--- src/rtl/cwa_pkg.sv ---
// Shared types and constants of the centered window average.
// No dependencies; used by all RTL and checker files.
package cwa_pkg;

    localparam int SAMPLE_W  = 16;
    localparam int AVG_W     = 17;
    localparam int RADIUS_W  = 5;
    localparam int DIVISOR_W = RADIUS_W + 1;

    // Average given where the window does not fit in the stream
    localparam logic signed [AVG_W-1:0] NO_FIT = '1;

    typedef struct packed {
        logic [SAMPLE_W-1:0] sample;
        logic                is_last;
    } cwa_in_t;

    typedef struct packed {
        logic signed [AVG_W-1:0] average;
        logic                    last_of_run;
    } cwa_out_t;

endpackage

--- src/rtl/centered_window_average.sv ---
// Centered moving average over a sample stream: top level.
// Depends on cwa_pkg and cwa_divider.
//
// Usage:
//   src channel (src_valid/src_stall/src_data) carries one sample and its
//   end-of-stream mark per transaction. res channel (res_valid/res_stall/
//   res_data) carries the averages in index order, -1 where the window of
//   2k+1 samples does not fit, last_of_run on the final result of a stream.
//   cfg channel (cfg_valid/cfg_ready/cfg_data) writes the radius k; a write
//   also restarts the stream. Writes are taken only while the block is idle.
// Timing:
//   One sample at a time. A sample whose window fits holds the input
//   while the bit-serial divider works out its average; other samples go
//   from the sum state straight to their results or back to idle.
//   Each result passes through the output register. The ring is
//   read and written in the accept cycle; the window sum in the cycle after.
// Reset: radius zero, empty stream, no result pending; ring contents are
//   unknown but never read before being written within a stream.
// Backpressure: while res_stall is high the output register holds its result
//   and src_stall stays high until the sample's last result is loaded.
module centered_window_average #(
    parameter int MAX_RADIUS  = 31,
    parameter int SAMPLE_BITS = 16
) (
    input  logic                          clk,
    input  logic                          rst_n,
    input  logic                          src_valid,
    output logic                          src_stall,
    input  cwa_pkg::cwa_in_t              src_data,
    output logic                          res_valid,
    input  logic                          res_stall,
    output cwa_pkg::cwa_out_t             res_data,
    input  logic                          cfg_valid,
    output logic                          cfg_ready,
    input  logic [cwa_pkg::RADIUS_W-1:0]  cfg_data
);

    localparam int SW         = cwa_pkg::SAMPLE_W;
    localparam int RW         = cwa_pkg::RADIUS_W;
    localparam int AW         = cwa_pkg::AVG_W;
    localparam int RADIUS_CAP = (1 << RW) - 1;
    localparam int K_MAX      = (MAX_RADIUS < RADIUS_CAP) ? MAX_RADIUS : RADIUS_CAP;
    localparam int DEPTH      = 2 * MAX_RADIUS + 1;
    localparam int PTR_W      = $clog2(DEPTH);
    localparam int PTRX_W     = PTR_W + 1;
    localparam int SPAN_W     = $clog2(2 * K_MAX + 1);
    localparam int EFF_SB     = (SAMPLE_BITS < SW) ? SAMPLE_BITS : SW;
    localparam int SUM_W      = EFF_SB + $clog2(2 * K_MAX + 2);
    localparam int RES_W      = $clog2(K_MAX + 2);
    localparam logic [SW-1:0] SAMPLE_MASK = SW'((33'(1) << EFF_SB) - 33'd1);

    typedef enum logic [3:0] {
        S_IDLE = 4'b0001,
        S_SUM  = 4'b0010,
        S_DIV  = 4'b0100,
        S_EMIT = 4'b1000
    } cwa_state_t;

    cwa_state_t         state_reg, state_next;
    logic [RW-1:0]      radius_reg;
    logic [SUM_W-1:0]   sum_reg;
    logic [SPAN_W-1:0]  seen_reg;
    logic [PTR_W-1:0]   ptr_reg;

    logic [SW-1:0]      ring [DEPTH];
    logic [SW-1:0]      rd_reg;

    logic [SW-1:0]      s_reg;
    logic               last_reg;
    logic [SUM_W-1:0]   full_reg;
    logic               fits_reg;
    logic               zero_span_reg;
    logic               use_quot_reg;
    logic [RES_W-1:0]   res_cnt_reg;

    logic               res_valid_reg;
    cwa_pkg::cwa_out_t  res_data_reg;

    logic [RW-1:0]      k_w;
    logic [SPAN_W-1:0]  k_s;
    logic [SPAN_W-1:0]  span_w;
    logic [SW-1:0]      s_w;
    logic [SUM_W-1:0]   full_w;
    logic               has_avg;
    logic               fits;
    logic [SPAN_W:0]    c1;
    logic [RES_W-1:0]   trail;
    logic [RES_W-1:0]   total;
    logic [PTR_W-1:0]   span_p;
    logic [PTR_W-1:0]   old_idx;
    logic [PTR_W-1:0]   ptr_inc;
    logic [SW-1:0]      sub_w;
    logic               accept;
    logic               cfg_write;
    logic               emit;
    logic               div_start;
    logic               div_done;
    logic [SUM_W-1:0]   div_quot;

    // Effective radius and per-sample decisions
    always_comb
    begin
        k_w     = (32'(radius_reg) > K_MAX) ? RW'(K_MAX) : radius_reg;
        k_s     = SPAN_W'(k_w);
        span_w  = SPAN_W'({k_w, 1'b0});
        s_w     = src_data.sample & SAMPLE_MASK;
        full_w  = sum_reg + SUM_W'(s_w);
        has_avg = seen_reg >= k_s;
        fits    = seen_reg >= span_w;
        c1      = {1'b0, seen_reg} + (SPAN_W+1)'(1);
        trail   = (c1 < {1'b0, k_s}) ? RES_W'(c1) : RES_W'(k_s);
        total   = RES_W'(has_avg) + (src_data.is_last ? trail : RES_W'(0));
        span_p  = PTR_W'(span_w);
        old_idx = (ptr_reg >= span_p) ? PTR_W'(ptr_reg - span_p)
                : PTR_W'(PTRX_W'(ptr_reg) + PTRX_W'(DEPTH) - PTRX_W'(span_p));
        ptr_inc = (ptr_reg == PTR_W'(DEPTH - 1)) ? '0 : ptr_reg + PTR_W'(1);
        sub_w   = zero_span_reg ? s_reg : rd_reg;
    end

    // Handshakes
    assign src_stall = (state_reg != S_IDLE) || cfg_valid;
    assign cfg_ready = (state_reg == S_IDLE);
    assign accept    = src_valid && !src_stall;
    assign cfg_write = cfg_valid && cfg_ready;
    assign emit      = (state_reg == S_EMIT) && (!res_valid_reg || !res_stall);
    assign div_start = (state_reg == S_SUM) && use_quot_reg;

    // Next state
    always_comb
    begin
        state_next = state_reg;
        unique case (state_reg)
            S_IDLE:
            begin
                if (accept)
                begin
                    state_next = S_SUM;
                end
            end
            S_SUM:
            begin
                if (use_quot_reg)
                begin
                    state_next = S_DIV;
                end
                else if (res_cnt_reg != '0)
                begin
                    state_next = S_EMIT;
                end
                else
                begin
                    state_next = S_IDLE;
                end
            end
            S_DIV:
            begin
                if (div_done)
                begin
                    state_next = S_EMIT;
                end
            end
            S_EMIT:
            begin
                if (emit && (res_cnt_reg == RES_W'(1)))
                begin
                    state_next = S_IDLE;
                end
            end
            default:
            begin
                state_next = S_IDLE;
            end
        endcase
    end

    // Control state: radius, stream counters, sequencing
    always_ff @(posedge clk or negedge rst_n)
    begin
        if (!rst_n)
        begin
            state_reg     <= S_IDLE;
            radius_reg    <= '0;
            sum_reg       <= '0;
            seen_reg      <= '0;
            ptr_reg       <= '0;
            use_quot_reg  <= 1'b0;
            res_cnt_reg   <= '0;
            res_valid_reg <= 1'b0;
        end
        else
        begin
            state_reg <= state_next;

            // Register write restarts the stream
            if (cfg_write)
            begin
                radius_reg <= cfg_data;
                sum_reg    <= '0;
                seen_reg   <= '0;
                ptr_reg    <= '0;
            end

            // Advance the counters on an accepted sample
            if (accept)
            begin
                use_quot_reg <= has_avg && fits;
                res_cnt_reg  <= total;
                if (src_data.is_last)
                begin
                    seen_reg <= '0;
                    ptr_reg  <= '0;
                end
                else
                begin
                    ptr_reg <= ptr_inc;
                    if (!fits)
                    begin
                        seen_reg <= seen_reg + SPAN_W'(1);
                    end
                end
            end

            // Update the window sum once the ring data is back: clear, slide or grow
            if (state_reg == S_SUM)
            begin
                if (last_reg)
                begin
                    sum_reg <= '0;
                end
                else if (fits_reg)
                begin
                    sum_reg <= full_reg - SUM_W'(sub_w);
                end
                else
                begin
                    sum_reg <= full_reg;
                end
            end

            // Count results out; hold the output while stalled
            if (emit)
            begin
                use_quot_reg  <= 1'b0;
                res_cnt_reg   <= res_cnt_reg - RES_W'(1);
                res_valid_reg <= 1'b1;
            end
            else if (!res_stall)
            begin
                res_valid_reg <= 1'b0;
            end
        end
    end

    // Per-sample payload
    always_ff @(posedge clk)
    begin
        if (accept)
        begin
            s_reg         <= s_w;
            last_reg      <= src_data.is_last;
            full_reg      <= full_w;
            fits_reg      <= fits;
            zero_span_reg <= (span_w == '0);
        end
    end

    // Ring memory: write the new sample, read the one leaving the window
    always_ff @(posedge clk)
    begin
        if (accept)
        begin
            ring[ptr_reg] <= s_w;
            rd_reg        <= ring[old_idx];
        end
    end

    // Output register
    always_ff @(posedge clk)
    begin
        if (emit)
        begin
            res_data_reg.average     <= use_quot_reg ? AW'(div_quot) : cwa_pkg::NO_FIT;
            res_data_reg.last_of_run <= last_reg && (res_cnt_reg == RES_W'(1));
        end
    end

    cwa_divider #(
        .DIVIDEND_W (SUM_W)
    ) u_divider (
        .clk      (clk),
        .rst_n    (rst_n),
        .start    (div_start),
        .dividend (full_reg),
        .divisor  ({k_w, 1'b1}),
        .done     (div_done),
        .quotient (div_quot)
    );

    assign res_valid = res_valid_reg;
    assign res_data  = res_data_reg;

endmodule

--- src/rtl/cwa_divider.sv ---
// Restoring divider, one quotient bit per cycle, for the window average.
// Depends on cwa_pkg for the divisor width.
module cwa_divider #(
    parameter int DIVIDEND_W = 22
) (
    input  logic                           clk,
    input  logic                           rst_n,
    input  logic                           start,
    input  logic [DIVIDEND_W-1:0]          dividend,
    input  logic [cwa_pkg::DIVISOR_W-1:0]  divisor,
    output logic                           done,
    output logic [DIVIDEND_W-1:0]          quotient
);

    localparam int STEP_W = $clog2(DIVIDEND_W + 1);
    localparam int DW     = cwa_pkg::DIVISOR_W;

    logic                  busy_reg;
    logic                  done_reg;
    logic [STEP_W-1:0]     step_reg;
    logic [DIVIDEND_W-1:0] quo_reg;
    logic [DW-1:0]         rem_reg;
    logic [DW-1:0]         div_reg;
    logic [DW:0]           trial;
    logic                  ge;
    logic [DW-1:0]         rem_next;
    logic                  last_step;

    // Shift the next dividend bit into the remainder and try to subtract
    always_comb
    begin
        trial     = {rem_reg, quo_reg[DIVIDEND_W-1]};
        ge        = trial >= {1'b0, div_reg};
        rem_next  = ge ? DW'(trial - {1'b0, div_reg}) : DW'(trial);
        last_step = step_reg == STEP_W'(DIVIDEND_W - 1);
    end

    // Control: step count and completion pulse
    always_ff @(posedge clk or negedge rst_n)
    begin
        if (!rst_n)
        begin
            busy_reg <= 1'b0;
            done_reg <= 1'b0;
            step_reg <= '0;
        end
        else
        begin
            done_reg <= busy_reg && last_step;
            if (start)
            begin
                busy_reg <= 1'b1;
                step_reg <= '0;
            end
            else if (busy_reg)
            begin
                step_reg <= step_reg + STEP_W'(1);
                if (last_step)
                begin
                    busy_reg <= 1'b0;
                end
            end
        end
    end

    // Datapath: dividend shifts out as quotient bits shift in
    always_ff @(posedge clk)
    begin
        if (start)
        begin
            quo_reg <= dividend;
            rem_reg <= '0;
            div_reg <= divisor;
        end
        else if (busy_reg)
        begin
            quo_reg <= {quo_reg[DIVIDEND_W-2:0], ge};
            rem_reg <= rem_next;
        end
    end

    assign done     = done_reg;
    assign quotient = quo_reg;

endmodule

--- config.mk ---
export PLATFORM = sky130hd
export DESIGN_NAME = centered_window_average
export DESIGN_NICKNAME = d
export VERILOG_FILES = /design/src/rtl/cwa_pkg.sv /design/src/rtl/centered_window_average.sv /design/src/rtl/cwa_divider.sv
export SDC_FILE = /design/constraint.sdc
export NUM_CORES = 1
export LEC_CHECK = 0
export BUFFER_PORTS_ARGS = -buffer_cell sky130_fd_sc_hd__buf_2
export CORE_AREA = 2 2 363 401
export DETAILED_ROUTE_END_ITERATION = 10
export DIE_AREA = 0 0 365 403
export SYNTH_ARGS = -nofsm -noshare
export SYNTH_HDL_FRONTEND = slang
export SYNTH_SLANG_ARGS = --single-unit
export TNS_END_PERCENT = 100
--- constraint.sdc ---
create_clock -name clk -period 6.29 [get_ports clk]
set_clock_uncertainty 0.1 [all_clocks]
set_input_delay 1.5725 -clock clk [delete_from_list [all_inputs] [get_ports clk]]
set_output_delay 1.5725 -clock clk [all_outputs]
set_load 0.05 [all_outputs]
==> results.tsv <==
metric	value	unit
status	finished clean	
worstRegToRegCells	15	
peakVddDrop	1.032	mV
insertion_delay	780	ps
ctsHoldBuffers	0	
antenna_left	0	
numPortBuffers	47	
clockBufferDepth	3	
arrival	6410	ps
design_area	0.05653	mm²
syn2layout_area_growth	13.54	%
synth_area_leaders	edfxtp_1, nand2_1, nand3_1, dfrtp_1, ha_1	
drt-wirelength-per-cell	23.45	µm
drt_pre_antenna_iters	7	
crit_slowest_cell	a311oi_1	
relSlewSlack	0.1682	
die_h	403	µm
ios	48	
fillCellCount	13380	
top_register	ring	
clk_pin_slew_worst_paths	60	ps
finalCriticalPeriod	5875	ps
synth_seq_area_share	0.7011	
worstMarginPinSlew	1239	ps
grt_pass1_vias	31280	
ys.flop_type	edfxtp_1	
ff_latch_area	0.03490	mm²
grt_pass1_wl	208400	µm
cts.repair.resized	0	
drv_cap	0	
p_leak	19.61	nW
synth.largest_area_cell	edfxtp_1	
synth_common_cells	edfxtp_1, nand2_1, nand3_1	
clock-sinks	1174	
min_path_type	flip-flop to flip-flop	
crit_type	flip-flop to flip-flop	
combPwrFrac	0.464	
setup_viol	0	
layout.nets	4090	
htree_levels	3	
cp_slowest_stage_delay	970	ps
min_period_over_period	0.9340	
largest_reg_flops	1008	
die_w	365	µm
seq_power_share	0.304	
fmax	0.1702	GHz
syn-instance-count	3909	
cts_setup_buffers	0	
grt_max_degree	128	
yosys.area.top_type_share	0.6695	
swShare	0.4327	
cts_root_buf	clkbuf_16	
total_power	30.09	mW
synth_edf_count	1110	
drc	0	
antenna_found_initial	7	
initial_core_util	0.3476	
ys_seq_elements	1174	
dr.first_iter.drc_count	3799	
synthArstFlopShare	0.04940	
dieArea	0.1471	mm²
routed_wl	141100	µm
hpwl	85710	µm
syn-cell-area	0.04979	mm²
multi_input_area	0.01375	mm²
cp_cell_sequence	inv_1, ha_1, buf_4, ha_1, nor2b_1, o21a_1, o21ai_2, a21o_4, buf_12, nand2_1, and3_1, a311oi_1, a311oi_1, a311oi_1, a211o_1	
rsz0062_at_grt	false	
cp-end-kind	flip-flop	
core	0.1432	mm²
slew_viol_final	0	
vias	32500	
path_max_fanout	127	
place_area	0.05270	mm²
track_usage	0.1903	
synth.most_common_cell	edfxtp_1	
hold_viol	0	
vias_per_cell	5.402	
cts_tree	built	
ys_types	77	
powerDensity	532.4	mW/mm²
p_int	17.07	mW
worstHoldPathCells	0	
std_cell_rows	146	
syn-num-nets	4010	
tns	0	ps
crit_top_cell	a311oi_1	
postSynthAreaPerCell	12.74	µm²
cp-start-kind	flip-flop	
cts_buffers	118	
net-switching-power	13.02	mW
pwr-share-clk	0.232	
drive_gt1_frac	0.1044	
gp_congestion	0.8539	
synth_warnings	0	
worstPathRequired	6820	ps
grt_overflow	0	
metal layers:
metal  share of wire  vias up  wire length [µm]  GRT usage
met5        0.000078        -                11          0
met4           0.037        2              5282    0.07573
met3           0.075      247             10580    0.02898
met2            0.47     1384             66800     0.3060
met1            0.41    16280             58400     0.2583
li1                -    14590                 -          -
worst max-delay path, delay by kind of cell (launching register included):
kind / cells / cell delay, ps
compound gates: 7 / 3010
fa+ha+maj: 2 / 550
buf+inv: 3 / 1010
flops: 1 / 540
simple gates: 3 / 350
power by group through the flow:
stage	Sequential [mW]	Combinational, mW	Clock (mW)
final	9.15	14.0	6.98
after global routing	9.17	15.1	7.40
after CTS	9.15	13.9	7.09
after detailed placement	9.31	13.9	0
after global placement	9.31	13.8	0
after floorplan	9.22	9.01	0
cell usage in the layout (no fill, tap or decap), types with 69 or more instances in the layout:
| cell type | count |
|---|---|
| nand3_1 | 400 |
| a21oi_1 | 69 |
| nand2_1 | 963 |
| buf_4 | 134 |
| mux2i_1 | 71 |
| ha_1 | 69 |
| nor2_1 | 145 |
| o21ai_0 | 80 |
| clkbuf_16 | 118 |
| edfxtp_1 | 1110 |
final timing paths:
check,endpoint,start,slack (ps)
setup reg to reg,rd_reg[0]$_DFFE_PP_,ptr_reg[1]$_DFFE_PN0P_,420
hold / removal,u_divider.div_reg[5]$_DFFE_PP_,k_w[4]$_DFFE_PN0P_,380
max in group asynchronous,ptr_reg[0]$_DFFE_PN0P_,rst_n,4630
setup / recovery,rd_reg[0]$_DFFE_PP_,ptr_reg[1]$_DFFE_PN0P_,420
hold reg to reg,u_divider.div_reg[5]$_DFFE_PP_,k_w[4]$_DFFE_PN0P_,380
min in group asynchronous,sum_reg[14]$_DFFE_PN0P_,rst_n,900
cells by family (layout without fill, tap and decap cells):
| family | Yosys count | count (layout) | share of synthesized area |
|---|---|---|---|
| and+or+nand+nor | 1784 | 1784 | 0.1578 |
| xor gates and xnor gates | 57 | 57 | 0.01093 |
| adders and majority gates | 74 | 74 | 0.01935 |
| DFF | 1174 | 1174 | 0.7011 |
| other | 0 | 1 | 0 |
| AOI/OAI and AO/OA | 431 | 431 | 0.05958 |
| muxes | 108 | 108 | 0.02694 |
| buffers and inverters | 281 | 463 | 0.02428 |
per-stage QoR:
stage            util  worst slack (ps)  instances  hold slack [ps]
6_report       0.3947             415.2       6016            381.8
5_1_grt        0.3947             189.5       6015            391.4
4_1_cts        0.3947             454.5       6015            376.6
3_5_place_dp   0.3680             470.0       5793            361.6
3_3_place_gp   0.3680             547.0       5793            353.4
2_1_floorplan       -             450.5       3909            341.1
cell type report:
type                       instances  share of cell area
sequential                      1174              0.6175
multi-input combinational       2454              0.2432
clock buffer                     143             0.05407
tap                             1924             0.04259
timing repair buffer             192             0.02585
clock inverter                    79             0.01355
inverter                          49            0.003254
antenna                            1          0.00004427
Note: power is estimated with default switching activity, not from simulation.
